### src/rtl/postfix_stack_evaluator_top_defines.svh
// Assertion helpers for the evaluator top module.
`ifndef POSTFIX_STACK_EVALUATOR_TOP_DEFINES_SVH
`define POSTFIX_STACK_EVALUATOR_TOP_DEFINES_SVH

// Same-cycle implication, sampled on clock, idle while reset is high.
`define PSEV_ASSERT_IMP(label, ante, cons, msg) \
   label: assert property (@(posedge clock) disable iff (reset) (ante) |-> (cons)) \
      else $error(msg);

// Next-cycle implication.
`define PSEV_ASSERT_NXT(label, ante, cons, msg) \
   label: assert property (@(posedge clock) disable iff (reset) (ante) |=> (cons)) \
      else $error(msg);

`endif

### src/rtl/psev_pkg.sv
`default_nettype none
package psev_pkg;

   localparam int DATA_W          = 32;
   localparam int OPC_W           = 3;
   localparam int ERR_W           = 3;
   localparam int STACK_DEPTH_DEF = 64;

   typedef enum logic [OPC_W-1:0] {
      OP_PUSH = 3'd0,
      OP_ADD  = 3'd1,
      OP_SUB  = 3'd2,
      OP_MUL  = 3'd3,
      OP_DIV  = 3'd4,
      OP_REM  = 3'd5
   } opcode_type;

   typedef enum logic [ERR_W-1:0] {
      ERR_NONE     = 3'd0,
      ERR_MISSING  = 3'd1,
      ERR_LEFTOVER = 3'd2,
      ERR_DIVZERO  = 3'd3,
      ERR_OVERFLOW = 3'd4
   } err_type;

   typedef enum logic [2:0] {
      ST_IDLE,
      ST_RD_RIGHT,
      ST_RD_LEFT,
      ST_EXEC,
      ST_FINISH,
      ST_FIN_RD
   } state_type;

   typedef enum logic [1:0] {
      ALU_IDLE,
      ALU_DIV,
      ALU_FIX
   } alu_phase_type;

   typedef struct packed {
      logic       start;
      opcode_type op;
   } alu_req_type;

   typedef struct packed {
      logic done;
      logic div_zero;
   } alu_rsp_type;

endpackage
`default_nettype wire

### src/rtl/psev_if.sv
`default_nettype none
interface psev_req_if;
   logic                            valid;
   logic                            ready;
   logic [psev_pkg::OPC_W-1:0]      opcode;
   logic signed [psev_pkg::DATA_W-1:0] operand_value;
   logic                            last_token;

   modport source (output valid, output opcode, output operand_value, output last_token,
                   input ready);
   modport sink   (input valid, input opcode, input operand_value, input last_token,
                   output ready);
endinterface

interface psev_rsp_if;
   logic                            valid;
   logic                            ready;
   logic signed [psev_pkg::DATA_W-1:0] result_value;
   logic [psev_pkg::ERR_W-1:0]      error_code;

   modport source (output valid, output result_value, output error_code, input ready);
   modport sink   (input valid, input result_value, input error_code, output ready);
endinterface
`default_nettype wire

### src/rtl/psev_alu.sv
`default_nettype none
module psev_alu (
   input  wire logic                          clock,
   input  wire logic                          reset,
   input  wire psev_pkg::alu_req_type         alu_req,
   input  wire logic [psev_pkg::DATA_W-1:0]   left,
   input  wire logic [psev_pkg::DATA_W-1:0]   right,
   output psev_pkg::alu_rsp_type              alu_rsp,
   output logic [psev_pkg::DATA_W-1:0]        result
);

   localparam int W   = psev_pkg::DATA_W;
   localparam int CW  = $clog2(W);

   psev_pkg::alu_phase_type phase_ff, phase_in;
   logic [CW-1:0] cnt_ff;
   logic [W-1:0]  quo_ff, rem_ff, dvs_ff, result_ff;
   logic          neg_q_ff, neg_r_ff, rem_sel_ff, done_ff, dz_ff;

   logic [W:0]    trial;
   logic [W-1:0]  abs_left, abs_right;

   assign abs_left  = left[W-1]  ? (~left + W'(1))  : left;
   assign abs_right = right[W-1] ? (~right + W'(1)) : right;
   // restoring step: shift in next dividend bit, try subtracting divisor
   assign trial     = {rem_ff, quo_ff[W-1]} - {1'b0, dvs_ff};

   always_comb begin
      phase_in = phase_ff;
      case (phase_ff)
         psev_pkg::ALU_IDLE: begin
            if (alu_req.start && (alu_req.op == psev_pkg::OP_DIV ||
                                  alu_req.op == psev_pkg::OP_REM) && right != '0)
               phase_in = psev_pkg::ALU_DIV;
         end
         psev_pkg::ALU_DIV: begin
            if (cnt_ff == CW'(W - 1))
               phase_in = psev_pkg::ALU_FIX;
         end
         psev_pkg::ALU_FIX: phase_in = psev_pkg::ALU_IDLE;
         default:           phase_in = psev_pkg::ALU_IDLE;
      endcase
   end

   always_ff @(posedge clock) begin
      if (reset) begin
         phase_ff <= psev_pkg::ALU_IDLE;
         done_ff  <= 1'b0;
         dz_ff    <= 1'b0;
      end else begin
         phase_ff <= phase_in;
         done_ff  <= 1'b0;
         case (phase_ff)
            psev_pkg::ALU_IDLE: begin
               if (alu_req.start) begin
                  dz_ff <= 1'b0;
                  case (alu_req.op)
                     psev_pkg::OP_ADD: begin
                        result_ff <= left + right;
                        done_ff   <= 1'b1;
                     end
                     psev_pkg::OP_SUB: begin
                        result_ff <= left - right;
                        done_ff   <= 1'b1;
                     end
                     psev_pkg::OP_MUL: begin
                        result_ff <= left * right;
                        done_ff   <= 1'b1;
                     end
                     default: begin
                        if (right == '0) begin
                           dz_ff     <= 1'b1;
                           result_ff <= '0;
                           done_ff   <= 1'b1;
                        end
                     end
                  endcase
               end
            end
            psev_pkg::ALU_FIX: begin
               // quotient sign from both operands, remainder follows the dividend
               if (rem_sel_ff)
                  result_ff <= neg_r_ff ? (~rem_ff + W'(1)) : rem_ff;
               else
                  result_ff <= neg_q_ff ? (~quo_ff + W'(1)) : quo_ff;
               done_ff <= 1'b1;
            end
            default: ;
         endcase
      end
   end

   // divide set-up and steps, payload only
   always_ff @(posedge clock) begin
      if (phase_ff == psev_pkg::ALU_IDLE && alu_req.start) begin
         quo_ff     <= abs_left;
         rem_ff     <= '0;
         dvs_ff     <= abs_right;
         neg_q_ff   <= left[W-1] ^ right[W-1];
         neg_r_ff   <= left[W-1];
         rem_sel_ff <= (alu_req.op == psev_pkg::OP_REM);
         cnt_ff     <= '0;
      end else if (phase_ff == psev_pkg::ALU_DIV) begin
         if (!trial[W]) begin
            rem_ff <= trial[W-1:0];
            quo_ff <= {quo_ff[W-2:0], 1'b1};
         end else begin
            rem_ff <= {rem_ff[W-2:0], quo_ff[W-1]};
            quo_ff <= {quo_ff[W-2:0], 1'b0};
         end
         cnt_ff <= cnt_ff + CW'(1);
      end
   end

   assign alu_rsp.done     = done_ff;
   assign alu_rsp.div_zero = dz_ff;
   assign result           = result_ff;

endmodule
`default_nettype wire

### src/rtl/postfix_stack_evaluator_top.sv
// Push token: the next transaction can be taken in the following cycle.
// Add, subtract, multiply: two reads on the single stack RAM read port, then the ALU result.
// Divide, remainder: bit-serial divider (32 steps plus sign fix); a zero divisor skips it.
// Last token: bottom entry read, then loaded into the result register, which holds until taken.
// Synchronous active-high reset clears the sequencer, depth, error and result valid;
// stack RAM contents are not cleared and need no clearing pass.
`default_nettype none
`include "postfix_stack_evaluator_top_defines.svh"
module postfix_stack_evaluator_top #(
   parameter int STACK_DEPTH = psev_pkg::STACK_DEPTH_DEF
) (
   input  wire logic clock,
   input  wire logic reset,
   psev_req_if.sink   req_if,
   psev_rsp_if.source rsp_if
);

   localparam int W     = psev_pkg::DATA_W;
   localparam int CNT_W = $clog2(STACK_DEPTH + 1);
   localparam int IDX_W = $clog2(STACK_DEPTH);

   psev_pkg::state_type  state_ff, state_in;
   logic [CNT_W-1:0]     count_ff, count_in;
   psev_pkg::err_type    error_ff, error_in;
   psev_pkg::opcode_type op_ff;
   logic                 last_ff;
   logic [W-1:0]         right_ff;
   logic                 rsp_valid_ff, rsp_valid_in;
   logic [W-1:0]         rsp_value_ff;
   psev_pkg::err_type    rsp_error_ff, rsp_error_in;

   logic [W-1:0]         mem [STACK_DEPTH];
   logic [W-1:0]         rd_ff;
   logic                 wr_en, rd_en;
   logic [IDX_W-1:0]     wr_addr, rd_addr;
   logic [W-1:0]         wr_data;

   logic                 accept, is_operator, rsp_load, rsp_free;
   logic [CNT_W-1:0]     cnt_m1, cnt_m2;

   psev_pkg::alu_req_type alu_req;
   psev_pkg::alu_rsp_type alu_rsp;
   logic [W-1:0]          alu_result;

   psev_alu u_alu (
      .clock   (clock),
      .reset   (reset),
      .alu_req (alu_req),
      .left    (rd_ff),
      .right   (right_ff),
      .alu_rsp (alu_rsp),
      .result  (alu_result)
   );

   assign req_if.ready = (state_ff == psev_pkg::ST_IDLE);
   assign accept       = req_if.valid && req_if.ready;
   assign is_operator  = req_if.opcode inside {[psev_pkg::OP_ADD:psev_pkg::OP_REM]};
   assign cnt_m1       = count_ff - CNT_W'(1);
   assign cnt_m2       = count_ff - CNT_W'(2);
   assign rsp_free     = !rsp_valid_ff || rsp_if.ready;

   // next state
   always_comb begin
      state_in = state_ff;
      case (state_ff)
         psev_pkg::ST_IDLE: begin
            if (accept) begin
               if (error_ff == psev_pkg::ERR_NONE && is_operator && count_ff >= CNT_W'(2))
                  state_in = psev_pkg::ST_RD_RIGHT;
               else if (req_if.last_token)
                  state_in = psev_pkg::ST_FINISH;
            end
         end
         psev_pkg::ST_RD_RIGHT: state_in = psev_pkg::ST_RD_LEFT;
         psev_pkg::ST_RD_LEFT:  state_in = psev_pkg::ST_EXEC;
         psev_pkg::ST_EXEC: begin
            if (alu_rsp.done)
               state_in = last_ff ? psev_pkg::ST_FINISH : psev_pkg::ST_IDLE;
         end
         psev_pkg::ST_FINISH: state_in = psev_pkg::ST_FIN_RD;
         psev_pkg::ST_FIN_RD: begin
            if (rsp_free)
               state_in = psev_pkg::ST_IDLE;
         end
         default: state_in = psev_pkg::ST_IDLE;
      endcase
   end

   // outputs and datapath control
   always_comb begin
      count_in      = count_ff;
      error_in      = error_ff;
      wr_en         = 1'b0;
      wr_addr       = count_ff[IDX_W-1:0];
      wr_data       = req_if.operand_value;
      rd_en         = 1'b0;
      rd_addr       = cnt_m1[IDX_W-1:0];
      alu_req.start = 1'b0;
      alu_req.op    = op_ff;
      rsp_load      = 1'b0;
      rsp_valid_in  = rsp_valid_ff && !rsp_if.ready;
      rsp_error_in  = error_ff;
      case (state_ff)
         psev_pkg::ST_IDLE: begin
            if (accept && error_ff == psev_pkg::ERR_NONE) begin
               if (req_if.opcode == psev_pkg::OP_PUSH) begin
                  if (count_ff == CNT_W'(STACK_DEPTH)) begin
                     error_in = psev_pkg::ERR_OVERFLOW;
                  end else begin
                     wr_en    = 1'b1;
                     count_in = count_ff + CNT_W'(1);
                  end
               end else if (is_operator) begin
                  if (count_ff < CNT_W'(2))
                     error_in = psev_pkg::ERR_MISSING;
                  else
                     rd_en = 1'b1;
               end
            end
         end
         psev_pkg::ST_RD_RIGHT: begin
            rd_en   = 1'b1;
            rd_addr = cnt_m2[IDX_W-1:0];
         end
         psev_pkg::ST_RD_LEFT: begin
            alu_req.start = 1'b1;
         end
         psev_pkg::ST_EXEC: begin
            if (alu_rsp.done) begin
               if (alu_rsp.div_zero) begin
                  error_in = psev_pkg::ERR_DIVZERO;
                  count_in = cnt_m2;
               end else begin
                  wr_en    = 1'b1;
                  wr_addr  = cnt_m2[IDX_W-1:0];
                  wr_data  = alu_result;
                  count_in = cnt_m1;
               end
            end
         end
         psev_pkg::ST_FINISH: begin
            rd_en   = 1'b1;
            rd_addr = '0;
         end
         psev_pkg::ST_FIN_RD: begin
            if (rsp_free) begin
               rsp_load     = 1'b1;
               rsp_valid_in = 1'b1;
               if (error_ff == psev_pkg::ERR_NONE) begin
                  if (count_ff == '0)
                     rsp_error_in = psev_pkg::ERR_MISSING;
                  else if (count_ff > CNT_W'(1))
                     rsp_error_in = psev_pkg::ERR_LEFTOVER;
                  else
                     rsp_error_in = psev_pkg::ERR_NONE;
               end
               count_in = '0;
               error_in = psev_pkg::ERR_NONE;
            end
         end
         default: ;
      endcase
   end

   always_ff @(posedge clock) begin
      if (reset) begin
         state_ff     <= psev_pkg::ST_IDLE;
         count_ff     <= '0;
         error_ff     <= psev_pkg::ERR_NONE;
         rsp_valid_ff <= 1'b0;
      end else begin
         state_ff     <= state_in;
         count_ff     <= count_in;
         error_ff     <= error_in;
         rsp_valid_ff <= rsp_valid_in;
      end
   end

   always_ff @(posedge clock) begin
      if (accept) begin
         op_ff   <= psev_pkg::opcode_type'(req_if.opcode);
         last_ff <= req_if.last_token;
      end
      if (state_ff == psev_pkg::ST_RD_RIGHT)
         right_ff <= rd_ff;
      if (rsp_load) begin
         rsp_error_ff <= rsp_error_in;
         rsp_value_ff <= (rsp_error_in == psev_pkg::ERR_NONE) ? rd_ff : '0;
      end
   end

   // stack RAM, one write and one registered read port
   always_ff @(posedge clock) begin
      if (wr_en)
         mem[wr_addr] <= wr_data;
      if (rd_en)
         rd_ff <= mem[rd_addr];
   end

   assign rsp_if.valid        = rsp_valid_ff;
   assign rsp_if.result_value = rsp_value_ff;
   assign rsp_if.error_code   = rsp_error_ff;

   `PSEV_ASSERT_IMP(a_err_zero_value, rsp_valid_ff && rsp_error_ff != psev_pkg::ERR_NONE, rsp_value_ff == '0, "errored result carries a non-zero value")
   `PSEV_ASSERT_NXT(a_last_busy, accept && req_if.last_token, !req_if.ready, "ready high straight after a last token")
   `PSEV_ASSERT_IMP(a_alu_done_exec, alu_rsp.done, state_ff == psev_pkg::ST_EXEC, "ALU completion outside execute")
   `PSEV_ASSERT_IMP(a_depth_bound, state_ff == psev_pkg::ST_IDLE, count_ff <= CNT_W'(STACK_DEPTH), "stack depth beyond capacity")

endmodule
`default_nettype wire
### src/flat_wrapper.sv
// flat-port wrapper written by rule: the top's interface ports become plain ports
module postfix_stack_evaluator_top_flat 
#(
   parameter int STACK_DEPTH = psev_pkg::STACK_DEPTH_DEF
)
  (clock, reset, req_if_valid, req_if_opcode, req_if_operand_value, req_if_last_token, req_if_ready, rsp_if_valid, rsp_if_result_value, rsp_if_error_code, rsp_if_ready);
  psev_req_if req_if_i ();
  psev_rsp_if rsp_if_i ();
  input  wire logic clock;
  input  wire logic reset;
  input wire logic [$bits(req_if_i.valid)-1:0] req_if_valid;
  input wire logic [$bits(req_if_i.opcode)-1:0] req_if_opcode;
  input wire logic [$bits(req_if_i.operand_value)-1:0] req_if_operand_value;
  input wire logic [$bits(req_if_i.last_token)-1:0] req_if_last_token;
  output wire logic [$bits(req_if_i.ready)-1:0] req_if_ready;
  output wire logic [$bits(rsp_if_i.valid)-1:0] rsp_if_valid;
  output wire logic [$bits(rsp_if_i.result_value)-1:0] rsp_if_result_value;
  output wire logic [$bits(rsp_if_i.error_code)-1:0] rsp_if_error_code;
  input wire logic [$bits(rsp_if_i.ready)-1:0] rsp_if_ready;
  assign req_if_i.valid = req_if_valid;
  assign req_if_i.opcode = req_if_opcode;
  assign req_if_i.operand_value = req_if_operand_value;
  assign req_if_i.last_token = req_if_last_token;
  assign req_if_ready = req_if_i.ready;
  assign rsp_if_valid = rsp_if_i.valid;
  assign rsp_if_result_value = rsp_if_i.result_value;
  assign rsp_if_error_code = rsp_if_i.error_code;
  assign rsp_if_i.ready = rsp_if_ready;
  postfix_stack_evaluator_top #(.STACK_DEPTH(STACK_DEPTH)) u_core (.clock(clock), .reset(reset), .req_if(req_if_i), .rsp_if(rsp_if_i));
endmodule
### config.mk
export PLATFORM = sky130hd
export DESIGN_NAME = postfix_stack_evaluator_top_flat
export DESIGN_NICKNAME = d
export VERILOG_FILES = /design/src/rtl/psev_pkg.sv /design/src/rtl/psev_if.sv /design/src/rtl/psev_alu.sv /design/src/rtl/postfix_stack_evaluator_top.sv /design/src/flat_wrapper.sv
export VERILOG_INCLUDE_DIRS = /design/src /design/src/rtl
export SDC_FILE = /design/constraint.sdc
export NUM_CORES = 2
export LEC_CHECK = 0
export BUFFER_PORTS_ARGS = -buffer_cell sky130_fd_sc_hd__buf_4
export CAP_MARGIN = 20
export CORE_UTILIZATION = 45
export DETAILED_ROUTE_END_ITERATION = 10
export PLACE_DENSITY = 0.63
export SLEW_MARGIN = 40
export SYNTH_ARGS = -nofsm -noshare
export SYNTH_HDL_FRONTEND = slang
export SYNTH_SLANG_ARGS = --single-unit
export TNS_END_PERCENT = 30
### constraint.sdc
create_clock -name clock -period 12.7 [get_ports clock]
set_input_delay 1.27 -clock clock [delete_from_list [all_inputs] [get_ports clock]]
set_output_delay 1.27 -clock clock [all_outputs]
set_load 0.01 [all_outputs]
* After elaboration in Yosys (flattened, before gate mapping)
Memories as Yosys holds them, arrays and structs flattened. A register that Yosys moved wholly into a read port is not among the register bits.
Index checks and enable logic that the tools add are counted.
** Cells by class
- Add/sub/neg operators :: 11
- Reduce and logical (&&, ||, !) cells :: 32
- $lt $le $gt $ge :: 5
- Equal/unequal tests :: 29
- $mul :: 1
- Bitwise operators :: 6
- Mux-type cells :: 73
** Operator list (number)
- $mux 32 :: 12
- $add 32x1->32 const B :: 4
- $not 32->32 :: 4
- $pmux 32 s3 :: 1
- $pmux 32 s2 :: 1
- $mux 3 :: 17
- $mux 7 :: 6
- $sub 33x32->33 :: 1
- $add 32x32->32 :: 1
- $logic_not 32->1 :: 1
- $mul 32x32->32 :: 1
- $reduce_bool 32->1 :: 1
- $sub 32x32->32 :: 1
- $mux 31 :: 1
- $mux 1 :: 21
- $pmux 7 s3 :: 1
- $mux 6 :: 3
- $ne 2x2->1 const B :: 9
- $pmux 3 s6 :: 1
- $eq 3x2->1 const B :: 4
- $eq 3x3->1 const B :: 4
- $logic_not 3->1 :: 4
- $ne 3x3->1 const B :: 4
- $pmux 6 s2 :: 1
- 35 further kinds :: 53
** Storage, ports and cells
- Input port bits :: 40
- Register bits :: 225
- Logic and storage cells :: 179
- Memory bits (writable) :: 2048
- Memories :: 1
- Output and inout bits :: 37
** Memories
- u_core.mem :: depth 64, width 32, rd ports 1, clocked after Yosys merged registers in 1, write ports 1, RTL line postfix_stack_evaluator_top.sv:32 : logic [W-1:0] mem [STACK_DEPTH];

* Logic depth before layout (Yosys ltp)
- Word-level depth :: 7
- Mapped depth :: 28
- Mapped depth without buffers :: 26

* Hierarchy
Synthesis repeated with hierarchy kept, for this count alone.
** Second synthesis, totals
- Cells, all modules :: 7785
- Area total of the unflattened synthesis :: 111682.1 µm²
** By module, submodules not included
- postfix_stack_evaluator_top :: times used 1, cells an instance 4546, area each 83543.9 µm²
- psev_alu :: times used 1, cells an instance 3239, area each 28138.2 µm²

* Worst setup path after synthesis
No wires, ideal clock.
- Kind :: register to register
- Start :: reg u_core.right_ff[6]
- End :: reg u_core.u_alu.result_ff[31], in the netlist u_core.u_alu.result[31] (data pin)
- Cell stages (with the launch flop) :: 27
- Setup time :: 0.157 ns
- Setup slack :: 5.421 ns
- Data arrival time :: 7.122 ns
- Path buffers :: 2
- Clock period less this slack :: 7.279 ns
- Data required time :: 12.543 ns
- Cell sequence :: edfxtp_1 > clkbuf_1 > clkbuf_1 > and2_1 > fa_1 > fa_1 > fa_1 > inv_1 > fa_1 > inv_1 > fa_1 > inv_1 > fa_1 > inv_1 > fa_1 > fa_1 > ha_1 > a2111oi_0 > o21ai_0 > o21ai_0 > o22ai_1 > a21o_1 > a211o_1 > o31ai_1 > xnor2_1 > nand2_1 > a32oi_1
** Between the ends
- Word-level cells in the longest chain between the ends :: 4
- Elaborated cells on any way between the ends :: 6
- Those cells by class :: add/sub (2); mul (1); mux (3)
** RTL lines
- start: declaration :: RTL line postfix_stack_evaluator_top.sv:27 : logic [W-1:0] right_ff;
- start signal: assignment :: RTL line postfix_stack_evaluator_top.sv:185 : right_ff <= rd_ff;
- $mul 32x32->32 (tied with other cells) :: RTL line psev_alu.sv:67 : result_ff <= left * right;
- $pmux 32 s3 * :: RTL line psev_alu.sv:57 : case (alu_req.op)
- $mux 32 * :: RTL line psev_alu.sv:55 : if (alu_req.start) begin
- $pmux 32 s2 * :: RTL line psev_alu.sv:53 : case (phase_ff)
- end signal: assignment :: RTL line psev_alu.sv:59 : result_ff <= left + right;
- end signal: assignment :: RTL line psev_alu.sv:63 : result_ff <= left - right;
- end signal: assignment :: RTL line psev_alu.sv:67
- end: declaration :: RTL line psev_alu.sv:17 : logic [W-1:0] quo_ff, rem_ff, dvs_ff, result_ff;
Every way passes the cells marked *; elsewhere a longest branch is shown, timed or not. The select of a mux whose other input is x is not followed.
A chain may end at the register's enable or synchronous reset.

* Worst setup path in the final report
- Start :: reg u_core.right_ff[3]
- End :: reg u_core.u_alu.result_ff[31], in the netlist u_core.u_alu.result[31] (data pin)
The elaborated chain is that of the path after synthesis.

==> key figures <==
Logic synthesis
  • Synthesized area: between 100000 and 150000 um^2
  • Commonest register cell after synthesis: sky130_fd_sc_hd__edfxtp_1
  • Gate count after technology mapping: 7273
  • Proportion of register bits with asynchronous set or reset after synthesis: 0%
  • Number of enable flip-flop cells after synthesis: 2250
  • Synth unique cells: 86
  • Number of warning messages in the yosys log: 0
  • Syn Nets: roughly 7.9k
  • Total of flip-flops plus latches after synthesis: roughly 2.3k
  • Sequential cell area fraction in the yosys report: just over 60%
  • Average instance area after synthesis: 15.4 um^2

Clock network
  • Number of buffers created by CTS: 231
  • Reg clk slew, reported paths: about 70 ps
  • Post-cts hold buffer count: 0
  • Clock network latency to the later pin of the worst-skew pair: 920 ps
  • Clk sinks: about 2.3k
  • CTS tree: done
  • H-tree level count: 4
  • # Post-CTS Setup Buffers: 0
  • Total of cells resized after clock tree synthesis: 0
  • Maximum clock insertion buffer count: 3
  • Clock root buffer: sky130_fd_sc_hd__clkbuf_16

Flow run
  • Maximum Capacitance Violations: 0

Routing
  • Iteration count of the initial detailed-routing pass: 6
  • Vias per cell: 5.95
  • Number of DRC markers in iteration 0: 7035
  • Total vias in the final route: 64.8k
  • Post-route DRC violation count: 0
  • Number of antenna-violating nets in the routed design: 0
  • Routed wire length: 312000 um
  • Mean routed wirelength per cell: approximately 29 um

Timing
  • Max-slew headroom: 34.9%
  • Final hold violations: 0
  • Aggregate negative setup slack: 0 ps
  • Number of slew-limit violations in the final report: 0
  • # setup viols final: 0
  • RSZ-0062 raised after global routing: no
  • Maximum clock skew at final layout: between 90 and 100 ps
  • Maximum operating frequency: approximately 130 MHz
  • Clock period minus final worst setup slack: 7940 ps
  • Pin slew with the least headroom to its limit: 971 ps
  • Ratio of final minimum period to clock period: 62.5%

Critical path
  • RR Startpoint: u_core.right_ff[3]$_DFFE_PN_
  • Setup slack, reg-to-reg: 4760 ps
  • Worst Setup Path Type: flip-flop to flip-flop
  • Arr. time, crit path: 8610 ps
  • Crit path launch: u_core.right_ff[3]$_DFFE_PN_
  • Crit path required time: 13370 ps
  • Largest driver fanout on the critical path: 12
  • CP endpoint kind: flip-flop
  • Register-to-Register Path Depth: 26
  • Type of element launching the critical path: flip-flop
  • Reg-to-Reg End: u_core.u_alu.result[31]$_DFFE_PP_
  • CP endpoint: u_core.u_alu.result[31]$_DFFE_PP_

GRT
  • Global-route wire length before repair: about 450000 um
  • Number of antenna violations at the first check in global routing: 13
  • Overall fraction of global-route tracks in use: 25.0%
  • GR Overflow Total: 0
  • Vias in the first global route: 65.7k
  • Maximum number of pins on one net before global-route repair: 122

Floorplan
  • Die outline area: 250000 um^2
  • Die width: 500 um
  • Total I/O pin count: 77
  • Row count: 182
  • Initial cell density of the core: 45.3%
  • DIE HEIGHT: roughly 500 um
  • Core Footprint: 246000 um^2

Layout
  • Most common library cell in the layout ignoring fill and taps: sky130_fd_sc_hd__edfxtp_1
  • Net count reported at finish: 8039
  • Ratio of cells with drive above 1 in the final layout: between 10% and 20%
  • Relative area change from synthesis to final layout: 12.2%
  • Commonest cells after routing, fill and taps aside: sky130_fd_sc_hd__edfxtp_1, sky130_fd_sc_hd__nand2_1, sky130_fd_sc_hd__mux4_2, sky130_fd_sc_hd__and2_1, sky130_fd_sc_hd__inv_1
  • Number of inserted filler cells in the final layout: 20.4k

Outcome
  • Outcome: complete, no violations

Placed design
  • Half-perimeter wire length after detailed placement: about 190000 um
  • Global placement routability congestion: between 0.9 and 1
  • PortBufs: 76

Hold path
  • Path category of the worst min-delay check: flip-flop to flip-flop
## critical path, stage by stage (launching register included)
cell	delay [ps]
sky130_fd_sc_hd__edfxtp_1	610
sky130_fd_sc_hd__buf_6	250
sky130_fd_sc_hd__buf_6	150
sky130_fd_sc_hd__and2_1	180
sky130_fd_sc_hd__fa_1	500
sky130_fd_sc_hd__inv_1	50
sky130_fd_sc_hd__fa_1	500
sky130_fd_sc_hd__fa_1	450
sky130_fd_sc_hd__fa_1	550
sky130_fd_sc_hd__inv_1	50
sky130_fd_sc_hd__fa_1	500
sky130_fd_sc_hd__inv_1	60
sky130_fd_sc_hd__fa_1	540
sky130_fd_sc_hd__inv_1	50
sky130_fd_sc_hd__fa_1	490
sky130_fd_sc_hd__fa_1	420
sky130_fd_sc_hd__ha_1	360
sky130_fd_sc_hd__a2111oi_0	390
sky130_fd_sc_hd__o21ai_0	140
sky130_fd_sc_hd__o21ai_0	170
sky130_fd_sc_hd__o22ai_1	130
sky130_fd_sc_hd__a21o_1	210
sky130_fd_sc_hd__a211o_1	340
sky130_fd_sc_hd__o31ai_1	260
sky130_fd_sc_hd__xnor2_1	150
sky130_fd_sc_hd__nand2_1	70
sky130_fd_sc_hd__a32oi_1	210
## registers in the layout, summed over array words and instances, names as in the netlist, 2 cells and up
name,count
u_core.u_alu.rem_ff,32
u_core.count_ff,7
u_core.u_alu.cnt_ff,5
u_core.rsp_if.error_code,3
u_core.u_alu.dvs_ff,32
u_core.op_ff,3
u_core.u_alu.quo_ff,32
u_core.u_alu.phase_ff,2
u_core.rd_ff,32
u_core.error_ff,3
u_core.mem,2048
u_core.u_alu.result,32
u_core.right_ff,32
u_core.rsp_if.result_value,32
u_core.state_ff,3
## stage by stage
step | hold WS, ps | worst slack, ps | instance area [um^2] | utilization, % | std cells
2_1_floorplan | 443 | 5420 | 112000 | - | 7273
3_3_place_gp | 463 | 4620 | 117000 | 47.5 | 10439
3_5_place_dp | 474 | 4840 | 118000 | 47.7 | 10456
4_1_cts | 487 | 4800 | 125000 | 50.7 | 10877
5_1_grt | 501 | 4340 | 125000 | 50.8 | 10889
6_report | 485 | 4760 | 125000 | 50.8 | 10899
## cell usage after synthesis, types with 169 or more instances
| cell | n | area share [%] |
|---|---|---|
| sky130_fd_sc_hd__clkbuf_1 | 326 | 1.1 |
| sky130_fd_sc_hd__edfxtp_1 | 2250 | 61 |
| sky130_fd_sc_hd__nand2_1 | 811 | 2.7 |
| sky130_fd_sc_hd__nor2_1 | 189 | 0.64 |
| sky130_fd_sc_hd__o21ai_0 | 169 | 0.76 |
| sky130_fd_sc_hd__fa_1 | 410 | 7.3 |
| sky130_fd_sc_hd__a211oi_1 | 173 | 1.2 |
| sky130_fd_sc_hd__xnor2_1 | 171 | 1.3 |
| sky130_fd_sc_hd__ha_1 | 201 | 2.3 |
| sky130_fd_sc_hd__a21oi_1 | 188 | 0.84 |
| sky130_fd_sc_hd__and2_1 | 470 | 2.6 |
| sky130_fd_sc_hd__inv_1 | 447 | 1.5 |
| sky130_fd_sc_hd__mux4_2 | 512 | 10 |
## how the worst min path moves through the flow
| stage | slack, ps | depth (start not counted) | startpoint | to |
|---|---|---|---|---|
| after floorplan | 440 | 0 | u_core.rd_ff[31]$_DFFE_PP_ | u_core.right_ff[31]$_DFFE_PN_ |
| after global placement | 460 | 1 | u_core.u_alu.cnt_ff[4]$_SDFFE_PP0P_ | u_core.u_alu.cnt_ff[4]$_SDFFE_PP0P_ |
| after CTS | 490 | 2 | u_core.error_ff[1]$_SDFFE_PP0P_ | u_core.error_ff[1]$_SDFFE_PP0P_ |
| after detailed placement | 470 | 1 | u_core.u_alu.cnt_ff[4]$_SDFFE_PP0P_ | u_core.u_alu.cnt_ff[4]$_SDFFE_PP0P_ |
| final | 490 | 2 | u_core.error_ff[1]$_SDFFE_PP0P_ | u_core.error_ff[1]$_SDFFE_PP0P_ |
| after global routing | 500 | 2 | u_core.error_ff[1]$_SDFFE_PP0P_ | u_core.error_ff[1]$_SDFFE_PP0P_ |
## cells by family after synthesis
kind of cell / Yosys count / share of synthesized area (%)
flip-flops: 2305 / 61.5
AND/OR/NAND/NOR: 1707 / 7.40
AO/OA/AOI/OAI: 938 / 5.59
buffers and inverters: 882 / 3.07
adder cells (fa/ha/maj): 611 / 9.60
multiplexers: 541 / 10.6
XOR/XNOR: 289 / 2.27
## final cells by class
class	instances	area, um^2	area share (%)
timing repair buffer	316	2790	2.22
sequential	2305	68700	54.8
inverter	448	1680	1.34
antenna	11	27.5	0.0220
clock inverter	134	1390	1.11
clock buffer	287	6010	4.80
tap	3312	4140	3.31
multi-input combinational	4086	40500	32.4
## layer usage
layer / global-route usage [%] / share of wire (%) / up-vias
li1: - / - / 27361
met4: 9.76 / 4.4 / 0
met3: 4.50 / 7.8 / 553
met1: 33.1 / 39 / 34146
met2: 41.0 / 48 / 2787
met5: 0 / 0 / -
Power is left out: the tool's default activity adds up to more than one toggle a clock period on the data nets, which glitch-free logic cannot reach.
